`src/rtl/dgsp_pkg.sv`:
```
`timescale 1ns / 1ps
// Shared constants for the dense-graph shortest-path core.
// No dependencies; imported by dense_graph_shortest_path_core.
package dgsp_pkg;

    localparam int MAX_VERTICES = 16;
    localparam int VERTEX_LIMIT = (MAX_VERTICES < 16) ? MAX_VERTICES : 16;
    localparam int VIDX_W       = $clog2(MAX_VERTICES);
    localparam int CNT_W        = VIDX_W + 1;
    localparam int WADDR_W      = 2 * VIDX_W;
    localparam int DIST_W       = 17;
    localparam int CFG_W        = 5;
    localparam int FIELD_V_W    = 4;
    localparam int S_TDATA_W    = 32;
    localparam int M_TDATA_W    = 24;

    localparam logic [DIST_W-1:0] NO_EDGE = DIST_W'(99999);

    localparam logic OP_EDGE_WRITE = 1'b0;
    localparam logic OP_RUN        = 1'b1;

endpackage

```
`src/rtl/dense_graph_shortest_path_core.sv`:
```
`timescale 1ns / 1ps
// Single-source shortest paths over a dense weight matrix held in block RAM.
// Depends on dgsp_pkg for widths and constants.
//
//  channel  | dir | tdata / tuser                                 | tlast
//  s_*      | in  | tuser: operation; tdata: from, to, weight, src | -
//  m_*      | out | tdata: vertex_index, distance                  | last_result
//  cfg_*    | in  | cfg_wr_data: vertex_count                      | -
//
// After reset all 256 weight RAM entries are cleared to NO_EDGE while s_tready stays low.
// In a run, each settle step scans the distance RAM and then streams one weight row
// against it, both paced by the single read port of each RAM. Results are read from
// the distance RAM and registered one at a time; m_tready low holds the run.
module dense_graph_shortest_path_core
    import dgsp_pkg::*;
(
    input  logic                 aclk,
    input  logic                 aresetn,
    input  logic                 cfg_wr_en,
    input  logic [CFG_W-1:0]     cfg_wr_data,
    input  logic                 s_tvalid,
    output logic                 s_tready,
    input  logic [S_TDATA_W-1:0] s_tdata,   // from[3:0], to[7:4], weight[24:8], src[28:25]
    input  logic                 s_tuser,   // operation
    output logic                 m_tvalid,
    input  logic                 m_tready,
    output logic [M_TDATA_W-1:0] m_tdata,   // vertex_index[3:0], distance[20:4]
    output logic                 m_tlast
);

    typedef enum logic [2:0] {
        ST_CLEAR, ST_IDLE, ST_INIT, ST_SELECT, ST_RELAX, ST_OUT_RD, ST_OUT_LD
    } state_t;

    logic [DIST_W-1:0] weight_mem [MAX_VERTICES*MAX_VERTICES];
    logic [DIST_W-1:0] dist_mem   [MAX_VERTICES];

    state_t                  state_reg,    state_next;
    logic [CNT_W-1:0]        idx_reg,      idx_next;
    logic                    p_valid_reg,  p_valid_next;
    logic [VIDX_W-1:0]       p_idx_reg,    p_idx_next;
    logic [CNT_W-1:0]        n_reg,        n_next;
    logic [VIDX_W-1:0]       src_reg,      src_next;
    logic [VIDX_W-1:0]       pick_reg,     pick_next;
    logic [DIST_W-1:0]       best_reg,     best_next;
    logic                    found_reg,    found_next;
    logic                    unreach_reg,  unreach_next;
    logic [MAX_VERTICES-1:0] settled_reg,  settled_next;
    logic [WADDR_W-1:0]      clr_reg,      clr_next;
    logic [CFG_W-1:0]        cfg_n_reg;
    logic                    m_valid_reg,  m_valid_next;
    logic [FIELD_V_W-1:0]    m_index_reg,  m_index_next;
    logic [DIST_W-1:0]       m_dist_reg,   m_dist_next;
    logic                    m_last_reg,   m_last_next;

    logic                    w_we, w_re;
    logic [WADDR_W-1:0]      w_waddr, w_raddr;
    logic [DIST_W-1:0]       w_wdata, w_rdata_reg;
    logic                    d_we, d_re;
    logic [VIDX_W-1:0]       d_waddr, d_raddr;
    logic [DIST_W-1:0]       d_wdata, d_rdata_reg;

    logic [FIELD_V_W-1:0]    in_from, in_to, in_src;
    logic [DIST_W-1:0]       in_weight, sat_weight;
    logic [CNT_W-1:0]        cfg_n;
    logic                    issue, scan_done, s_fire;
    logic [DIST_W-1:0]       edge_len;
    logic [DIST_W:0]         sum_wide;
    logic [DIST_W-1:0]       sum_sat;

    assign in_from   = s_tdata[3:0];
    assign in_to     = s_tdata[7:4];
    assign in_weight = s_tdata[24:8];
    assign in_src    = s_tdata[28:25];
    assign sat_weight = (in_weight > NO_EDGE) ? NO_EDGE : in_weight;

    assign s_tready = (state_reg == ST_IDLE);
    assign s_fire   = s_tvalid && s_tready;

    assign m_tvalid = m_valid_reg;
    assign m_tlast  = m_last_reg;
    assign m_tdata  = {{(M_TDATA_W - DIST_W - FIELD_V_W){1'b0}}, m_dist_reg, m_index_reg};

    always_comb begin
        if (cfg_n_reg == '0) begin
            cfg_n = CNT_W'(1);
        end else if (32'(cfg_n_reg) > VERTEX_LIMIT) begin
            cfg_n = CNT_W'(VERTEX_LIMIT);
        end else begin
            cfg_n = CNT_W'(cfg_n_reg);
        end
    end

    assign issue     = (idx_reg < n_reg);
    assign scan_done = !issue && !p_valid_reg;
    assign edge_len  = (p_idx_reg == pick_reg) ? '0 : w_rdata_reg;
    assign sum_wide  = {1'b0, best_reg} + {1'b0, edge_len};
    assign sum_sat   = (sum_wide > {1'b0, NO_EDGE}) ? NO_EDGE : sum_wide[DIST_W-1:0];

    always_comb begin
        state_next   = state_reg;
        idx_next     = idx_reg;
        p_valid_next = 1'b0;
        p_idx_next   = idx_reg[VIDX_W-1:0];
        n_next       = n_reg;
        src_next     = src_reg;
        pick_next    = pick_reg;
        best_next    = best_reg;
        found_next   = found_reg;
        unreach_next = unreach_reg;
        settled_next = settled_reg;
        clr_next     = clr_reg;
        m_valid_next = m_valid_reg && !m_tready;
        m_index_next = m_index_reg;
        m_dist_next  = m_dist_reg;
        m_last_next  = m_last_reg;
        w_we    = 1'b0;
        w_waddr = {VIDX_W'(in_from), VIDX_W'(in_to)};
        w_wdata = sat_weight;
        w_re    = 1'b0;
        w_raddr = {src_reg, idx_reg[VIDX_W-1:0]};
        d_we    = 1'b0;
        d_waddr = p_idx_reg;
        d_wdata = sum_sat;
        d_re    = 1'b0;
        d_raddr = idx_reg[VIDX_W-1:0];

        case (state_reg)
            ST_CLEAR: begin
                w_we    = 1'b1;
                w_waddr = clr_reg;
                w_wdata = NO_EDGE;
                clr_next = clr_reg + 1'b1;
                if (clr_reg == '1) begin
                    state_next = ST_IDLE;
                end
            end
            ST_IDLE: begin
                if (s_fire) begin
                    if (s_tuser == OP_EDGE_WRITE) begin
                        w_we = (32'(in_from) < MAX_VERTICES) && (32'(in_to) < MAX_VERTICES);
                    end else begin
                        n_next   = cfg_n;
                        idx_next = '0;
                        src_next = VIDX_W'(in_src);
                        if (32'(in_src) >= 32'(cfg_n)) begin
                            unreach_next = 1'b1;
                            state_next   = ST_OUT_RD;
                        end else begin
                            unreach_next = 1'b0;
                            settled_next = '0;
                            settled_next[VIDX_W'(in_src)] = 1'b1;
                            state_next   = ST_INIT;
                        end
                    end
                end
            end
            ST_INIT: begin
                w_re         = issue;
                p_valid_next = issue;
                if (issue) begin
                    idx_next = idx_reg + 1'b1;
                end
                d_we    = p_valid_reg;
                d_wdata = (p_idx_reg == src_reg) ? '0 : w_rdata_reg;
                if (scan_done) begin
                    idx_next   = '0;
                    best_next  = NO_EDGE;
                    found_next = 1'b0;
                    state_next = ST_SELECT;
                end
            end
            ST_SELECT: begin
                d_re         = issue;
                p_valid_next = issue;
                if (issue) begin
                    idx_next = idx_reg + 1'b1;
                end
                if (p_valid_reg && !settled_reg[p_idx_reg] && (d_rdata_reg < best_reg)) begin
                    best_next  = d_rdata_reg;
                    pick_next  = p_idx_reg;
                    found_next = 1'b1;
                end
                if (scan_done) begin
                    idx_next = '0;
                    if (found_reg) begin
                        settled_next[pick_reg] = 1'b1;
                        state_next = ST_RELAX;
                    end else begin
                        state_next = ST_OUT_RD;
                    end
                end
            end
            ST_RELAX: begin
                w_re         = issue;
                w_raddr      = {pick_reg, idx_reg[VIDX_W-1:0]};
                d_re         = issue;
                p_valid_next = issue;
                if (issue) begin
                    idx_next = idx_reg + 1'b1;
                end
                d_we = p_valid_reg && !settled_reg[p_idx_reg] && (sum_sat < d_rdata_reg);
                if (scan_done) begin
                    idx_next   = '0;
                    best_next  = NO_EDGE;
                    found_next = 1'b0;
                    state_next = ST_SELECT;
                end
            end
            ST_OUT_RD: begin
                d_re       = 1'b1;
                state_next = ST_OUT_LD;
            end
            ST_OUT_LD: begin
                if (!m_valid_reg || m_tready) begin
                    m_valid_next = 1'b1;
                    m_index_next = FIELD_V_W'(idx_reg);
                    m_dist_next  = unreach_reg ? NO_EDGE : d_rdata_reg;
                    m_last_next  = (idx_reg + 1'b1 == n_reg);
                    idx_next     = idx_reg + 1'b1;
                    state_next   = (idx_reg + 1'b1 == n_reg) ? ST_IDLE : ST_OUT_RD;
                end
            end
            default: begin
                state_next = ST_IDLE;
            end
        endcase
    end

    always_ff @(posedge aclk) begin
        if (!aresetn) begin
            state_reg   <= ST_CLEAR;
            clr_reg     <= '0;
            cfg_n_reg   <= CFG_W'(16);
            m_valid_reg <= 1'b0;
            settled_reg <= '0;
            p_valid_reg <= 1'b0;
            found_reg   <= 1'b0;
            unreach_reg <= 1'b0;
            idx_reg     <= '0;
            n_reg       <= '0;
        end else begin
            state_reg   <= state_next;
            clr_reg     <= clr_next;
            if (cfg_wr_en) begin
                cfg_n_reg <= cfg_wr_data;
            end
            m_valid_reg <= m_valid_next;
            settled_reg <= settled_next;
            p_valid_reg <= p_valid_next;
            found_reg   <= found_next;
            unreach_reg <= unreach_next;
            idx_reg     <= idx_next;
            n_reg       <= n_next;
        end
        p_idx_reg   <= p_idx_next;
        src_reg     <= src_next;
        pick_reg    <= pick_next;
        best_reg    <= best_next;
        m_index_reg <= m_index_next;
        m_dist_reg  <= m_dist_next;
        m_last_reg  <= m_last_next;
    end

    always_ff @(posedge aclk) begin
        if (w_we) begin
            weight_mem[w_waddr] <= w_wdata;
        end
        if (w_re) begin
            w_rdata_reg <= weight_mem[w_raddr];
        end
    end

    always_ff @(posedge aclk) begin
        if (d_we) begin
            dist_mem[d_waddr] <= d_wdata;
        end
        if (d_re) begin
            d_rdata_reg <= dist_mem[d_raddr];
        end
    end

endmodule

```
`config.mk`:
```
export PLATFORM = sky130hd
export DESIGN_NAME = dense_graph_shortest_path_core
export DESIGN_NICKNAME = d
export VERILOG_FILES = /design/src/rtl/dgsp_pkg.sv /design/src/rtl/dense_graph_shortest_path_core.sv
export SDC_FILE = /design/constraint.sdc
export NUM_CORES = 2
export LEC_CHECK = 0
export BUFFER_PORTS_ARGS = -buffer_cell sky130_fd_sc_hd__buf_2
export CORE_MARGIN = 10
export CORE_UTILIZATION = 40
export CTS_CLUSTER_DIAMETER = 100
export CTS_CLUSTER_SIZE = 10
export DETAILED_ROUTE_END_ITERATION = 7
export MAX_ROUTING_LAYER = met4
export RECOVER_POWER = 25
export SYNTH_ARGS = -nofsm -noshare
export SYNTH_HDL_FRONTEND = slang
export SYNTH_MEMORY_MAX_BITS = 65536
export SYNTH_SLANG_ARGS = --single-unit
```
`constraint.sdc`:
```
create_clock -name aclk -period 11.2 [get_ports aclk]
set_clock_uncertainty 0.1 [all_clocks]
set_input_delay 2.24 -clock aclk [delete_from_list [all_inputs] [get_ports aclk]]
set_output_delay 2.24 -clock aclk [all_outputs]
set_load 0.01 [all_outputs]
```
# [Word level (Yosys, flattened, before mapping)]
# Memory sizes are Yosys's and may differ from the RTL's. A register that Yosys moved wholly into a read port is not among the register bits.
# Index checks and enable logic that the tools add are counted.
[classes] n_addsub=3 bitwise_logic=1 reduce_logical=30 mux=57 order_cmp=12 n_eq_ne=20
[ops] cell="two-way mux 17 bit" count=8
[ops] cell="two-way mux 16 bit" count=5
[ops] cell="two-way mux 5 bit" count=7
[ops] cell="less-than comparator 17 bit" count=2
[ops] cell="one-hot mux 17 bit (2 select lines)" count=1
[ops] cell="one-hot mux 16 bit (2 select lines)" count=1
[ops] cell="two-way mux 3 bit" count=8
[ops] cell="adder 17 x 17 -> 18 bit" count=1
[ops] cell="greater-than comparator 18 x 17 -> 1 bit, second input constant" count=1
[ops] cell="one-hot mux 3 bit (6 select lines)" count=1
[ops] cell="greater-than comparator 17 bit, second input constant" count=1
[ops] cell="two-way mux 1 bit" count=16
[ops] cell="two-way mux 8 bit" count=2
[ops] cell="OR 16 bit" count=1
[ops] cell="less-than comparator 4 x 5 -> 1 bit, second input constant" count=3
[ops] cell="one-hot mux 5 bit (3 select lines)" count=1
[ops] cell="inequality test 2 bit, second input constant" count=6
[ops] cell="AND reduction 6 bit" count=2
[ops] cell="== test 3 bit, second input constant" count=3
[ops] cell="adder 8 x 1 -> 8 bit, second input constant" count=1
[ops] cell="demux 1 bit (select 4 bit)" count=2
[ops] cell="== test 4 bit" count=2
[ops] cell="== test 8 bit, second input constant" count=1
[ops] cell="greater-or-equal comparator 4 x 1 -> 1 bit, second input constant" count=2
[ops] cell="other kinds (23)" count=45
[totals] mem_count=2 regBits=97 output_inout_bits=27 ram_bits=4624
[mem_list] name="weight_mem" words=256 width=17 rd=1 rd_clocked_by_memory_dff=1 wr=1 line="dense_graph_shortest_path_core.sv:35" source="logic [DIST_W-1:0] weight_mem [MAX_VERTICES*MAX_VERTICES];"
[mem_list] name="dist_mem" words=16 width=17 rd=1 rd_clocked_by_memory_dff=1 wr=1 line="dense_graph_shortest_path_core.sv:36" source="logic [DIST_W-1:0] dist_mem [MAX_VERTICES];"

# [Longest topological paths before layout]
[depth] ltp_word=10 mapped_depth=27

# [Worst setup path after synthesis]
# OpenSTA, ideal clock, no wires.
[synth_timing] path_kind="flip-flop to flip-flop" from="register p_idx_reg[1] (netlist: d_waddr[1])" to="memory dist_mem[12][0] (enable)" setup_ps=435 n_path_buf=3 period_less_slack_ps=7230 setup_slack_ps=3970 arrival_time_ps=6695 stages_incl_launch_ff=25 t_required_ps=10665 cell_sequence="dfxtp_1 buf_1 xnor2_1 nand4_1 clkbuf_1 and2_1 ha_1 and4_1 and3_1 o21a_1 or4_1 a22oi_1 o311ai_1 o21ai_2 buf_2 nand2_1 ha_1 a21oi_1 o21ai_0 a2111oi_0 o311a_1 a22oi_1 nand4_1 o211ai_4 nor4_1"
[synth_between] elab_chain_cells=10 elab_cells_between_ends=14
[synth_rtl] element="start: declaration" line="dense_graph_shortest_path_core.sv:41" source="logic [VIDX_W-1:0] p_idx_reg, p_idx_next;"
[synth_rtl] element="start signal: assignment" line="dense_graph_shortest_path_core.sv:256" source="p_idx_reg <= p_idx_next;"
[synth_rtl] element="== test 4 bit" line="dense_graph_shortest_path_core.sv:96" source="assign edge_len = (p_idx_reg == pick_reg) ? '0 : w_rdata_reg;"
[synth_rtl] element="two-way mux 17 bit" line="dense_graph_shortest_path_core.sv:96"
[synth_rtl] element="adder 17 x 17 -> 18 bit" line="dense_graph_shortest_path_core.sv:97" source="assign sum_wide = {1'b0, best_reg} + {1'b0, edge_len};"
[synth_rtl] element="greater-than comparator 18 x 17 -> 1 bit" line="dense_graph_shortest_path_core.sv:98" source="assign sum_sat = (sum_wide > {1'b0, NO_EDGE}) ? NO_EDGE : sum_wide[DIST_W-1:0];"
[synth_rtl] element="two-way mux 17 bit" line="dense_graph_shortest_path_core.sv:98"
[synth_rtl] element="less-than comparator 17 bit" line="dense_graph_shortest_path_core.sv:202" source="d_we = p_valid_reg && !settled_reg[p_idx_reg] && (sum_sat < d_rdata_reg);"
[synth_rtl] element="logical AND 1 bit" line="dense_graph_shortest_path_core.sv:202"
[synth_rtl] element="one-hot mux 1 bit (2 select lines)" line="dense_graph_shortest_path_core.sv:128" source="case (state_reg)"
[synth_rtl] element="two-way mux 1 bit" line="dense_graph_shortest_path_core.sv:275" source="if (d_we) begin"
[synth_rtl] element="two-way mux 1 bit (implied by the code)" line="dense_graph_shortest_path_core.sv:276" source="dist_mem[d_waddr] <= d_wdata;"
[synth_rtl] element="end: declaration" line="dense_graph_shortest_path_core.sv:36"
# Several ways; a longest one is shown, not always the timed one. The select of a mux whose other input is x is not followed.

# [Final worst setup path]
[layout_timing] from="input port s_tdata[14]" to="memory weight_mem[234][6] (data pin)"
[layout_between] elab_chain_cells=3
[layout_rtl] element="start: declaration" line="dense_graph_shortest_path_core.sv:23" source="input logic [S_TDATA_W-1:0] s_tdata,"
[layout_rtl] element="greater-than comparator 17 bit" line="dense_graph_shortest_path_core.sv:75" source="assign sat_weight = (in_weight > NO_EDGE) ? NO_EDGE : in_weight;"
[layout_rtl] element="two-way mux 17 bit *" line="dense_graph_shortest_path_core.sv:75"
[layout_rtl] element="two-way mux 17 bit *" line="dense_graph_shortest_path_core.sv:128"
[layout_rtl] element="named net w_wdata[6]" line="dense_graph_shortest_path_core.sv:58" source="logic [DIST_W-1:0] w_wdata, w_rdata_reg;"
[layout_rtl] element="end: declaration" line="dense_graph_shortest_path_core.sv:35"
# The timed path passes the listed nets; every way through them passes the cells marked *.

==> summary.txt <==
Global routing
  • Largest net degree at the start of global routing: 240
  • Global-route wire length before repair: around 640000 um
  • Initial antenna violation count: 25
  • Vias in the first global route: 87885
  • GRT Resource Usage Total: 0.1838
  • Total grt overflow: 0

Critical path
  • Most Frequent Cell on Critical Path: clkbuf_1
  • CP Capture Type: flip-flop
  • Crit Path Max Fanout: ~180
  • Crit path kind: in2reg
  • Slowest CP cell: clkbuf_2
  • CP required: 11330 ps
  • Crit path cell chain: clkbuf_1, o21a_1, o211ai_1, a21oi_1, nor2_1, and2_0, clkbuf_1, clkbuf_2
  • Worst stage delay on the critical path: ~2500 ps
  • Arr. time, crit path: 9470 ps
  • Startpoint types: input pin

Routing
  • Wire length on met3: ~34000 um
  • WL met2: ~220000 um
  • Post-route ant nets: 0
  • Vias per inst: between 5 and 6
  • DR WL/cell: around 30 um
  • Drt first pass iters: 5
  • Top Metal Used: met4
  • Vias: about 85000
  • DRT iter0 DRCs: approximately 9600
  • Wl on met1: between 150000 and 200000 um
  • Routed WL: between 400000 and 500000 um
  • Drt drc: 0

Synth
  • #FFs+latches synth: 4755
  • Syn Area/Cell: about 23 um2
  • Count of different cell masters after synthesis: ~70
  • Seq/Total Area, Yosys: 0.7705
  • Fraction of registers with async set/reset: 0
  • Top_reg_cell synth: edfxtp_1
  • Mapped Cells: a little under 8000
  • EDFF count, synth: 4705
  • Synth Warn #: 0
  • Post-Syn Area: about 180000 um2

STA
  • Final period util: 0.8346
  • Final hold slack: 379.0 ps
  • Crit path setup slack, layout: 1852 ps
  • RSZ-0062 raised after global routing: no
  • Post-layout min period: between 9000 and 10000 ps
  • Slew Limit Fails: around 3200
  • TNS Setup: 0 ps
  • Finish-stage setup viols: 0
  • Least-Margin Pin Slew: around 7400 ps
  • Relative slew slack: -3.919
  • Final hold vios: 0
  • Fmax achieved: between 0.1 and 0.15 GHz

Floorplanning
  • Die area: between 400000 and 500000 um2
  • Core area: 459800 um2
  • I/O Pins: 70
  • Initial Util: 0.4016
  • Die extent in x: approximately 700 um
  • FP Rows: 249
  • Vert. Die Dim: around 700 um

Clock tree
  • Clock latency at the later pin of the worst-skew pair: roughly 1000 ps
  • Total CTS buffers: 548
  • CTS H-tree lvls: 6
  • Worst-path clk slew: 60 ps
  • Setup repair bufs after CTS: 0
  • Post-CTS Hold Buffers: 0
  • # resized after CTS: 0
  • CTS tree: yes
  • Root Buffer: clkbuf_16
  • Clock sink count: between 4000 and 5000
  • Clk buf depth: 4

Pwr
  • Pwr Density: about 190 nW/um2
  • Static leakage: around 62 nW
  • VDD IR max: between 0.00015 and 0.0002 V

Placed design
  • Hpwl dp: approximately 250000 um
  • Port Buf Inserts: between 60 and 70
  • Placed Cells: approximately 14000
  • Placer Congestion: approximately 0.84
  • Worst slack, placed: ~3000 ps

Layout
  • Final core utilization: 0.4553
  • Largest Register: weight_mem
  • Area Growth Syn to Fin: 13.39%
  • Regs by FF count: weight_mem x4352, dist_mem x272
  • Layout cells sized above 1: 0.3046
  • Post-route insts no fill: approximately 15000
  • Max reg flops: 4352
  • Final nets: approximately 8600

Outcome
  • Violated checks: capacitance limit, slew limit
  • Outcome: finished, violations left

Worst hold path
  • Hold crit path type: reg2reg

Run
  • Number of max-cap violations: between 40 and 50
==> logic make-up after synthesis <==
kind of cell    share of synthesized area
xor+xnor                         0.001281
flops                              0.7705
other cells                    0.00002031
fa+ha+maj                        0.004174
compound gates                   0.009900
simple gates                      0.01839
mux                                0.1845
buf+inv                           0.01114
==> critical path: cells and delay by family <==
family	cells	cell delay, ps
buffers and inverters	3	4690
and+or+nand+nor	2	1380
AOI/OAI and AO/OA	3	510
==> final cells by class <==
| cell class | count | area (um2) |
|---|---|---|
| clock buffers | 575 | 13900 |
| flip-flops and latches | 4755 | 142300 |
| diodes | 25 | 62.56 |
| inverters | 55 | 206.4 |
| clock inverters | 60 | 1144 |
| repair buffers | 458 | 3301 |
| fillers | 37786 | 250500 |
| well taps | 6149 | 7694 |
| multi-input cells | 2703 | 40780 |
==> layout by cell type, fill, tap and decap left out, types with 14 or more instances in the layout <==
cell,Yosys,routed
edfxtp_1,4705,4705
dfxtp_1,50,48
a21oi_1,63,63
clkbuf_1,254,97
diode_2,0,25
buf_12,0,19
nand3_1,30,30
or2_2,20,18
buf_2,126,31
inv_1,54,53
a31oi_1,18,18
nor2_2,0,121
nor2_1,346,225
clkinv_8,0,16
nor4_1,26,20
buf_4,11,326
nand2b_1,29,29
mux2i_1,142,141
mux4_2,1450,1450
xnor2_1,15,15
clkinv_16,0,16
nand2_1,122,113
ha_1,60,60
o22ai_1,71,71
or3_1,19,19
clkbuf_16,0,552
or4_1,21,21
and2_1,26,23
and3_1,14,14
nor3_1,44,35
o21ai_0,44,41
==> path summary, 6_finish.rpt <==
| check | start | endpoint | slack, ps | cells after the start |
|---|---|---|---|---|
| worst max-delay path | s_tdata[14] | weight_mem[234][6] | 1850 | 8 |
| worst min-delay path | n_reg[2] | n_reg[2] | 380 | 2 |
| worst max register to register | state_reg[2] | weight_mem[199][15] | 1860 | 5 |
| worst min register to register | n_reg[2] | n_reg[2] | 380 | 2 |
==> synth_stat cells, types with 29 or more instances <==
library cell,number,area (um2)
nand2_1,122,457.9
edfxtp_1,4705,141300
ha_1,60,750.7
nor2_1,346,1299
o21ai_0,44,220.2
mux2i_1,142,1421
inv_1,54,202.7
mux4_2,1450,32660
nand2b_1,29,181.4
a21oi_1,63,315.3
nand3_1,30,150.1
nor3_1,44,220.2
dfxtp_1,50,1001
o22ai_1,71,444.2
buf_2,126,630.6
clkbuf_1,254,953.4
buf_1,37,138.9
==> power by group <==
| group | internal [mW] | leakage [nW] | switching (mW) |
|---|---|---|---|
| logic | 0.584 | 12.7 | 2.69 |
| registers | 21.3 | 42.5 | 0.0826 |
| clock network | 8.88 | 7.32 | 6.72 |
==> routing by layer <==
metal,GRT usage,vias to the layer above
li1,-,34837
met1,0.2449,46068
met4,0.04645,0
met5,-,-
met3,0.03542,658
met2,0.2935,3280
==> stage by stage <==
step | area [um2] | total power [mW]
2_1_floorplan | 184700 | 23.43
3_3_place_gp | 194700 | 24.74
3_5_place_dp | 194700 | 24.95
4_1_cts | 209700 | 40.53
5_1_grt | 209400 | 41.57
6_report | 209400 | 40.29
Power figures use the tool's default switching activity.
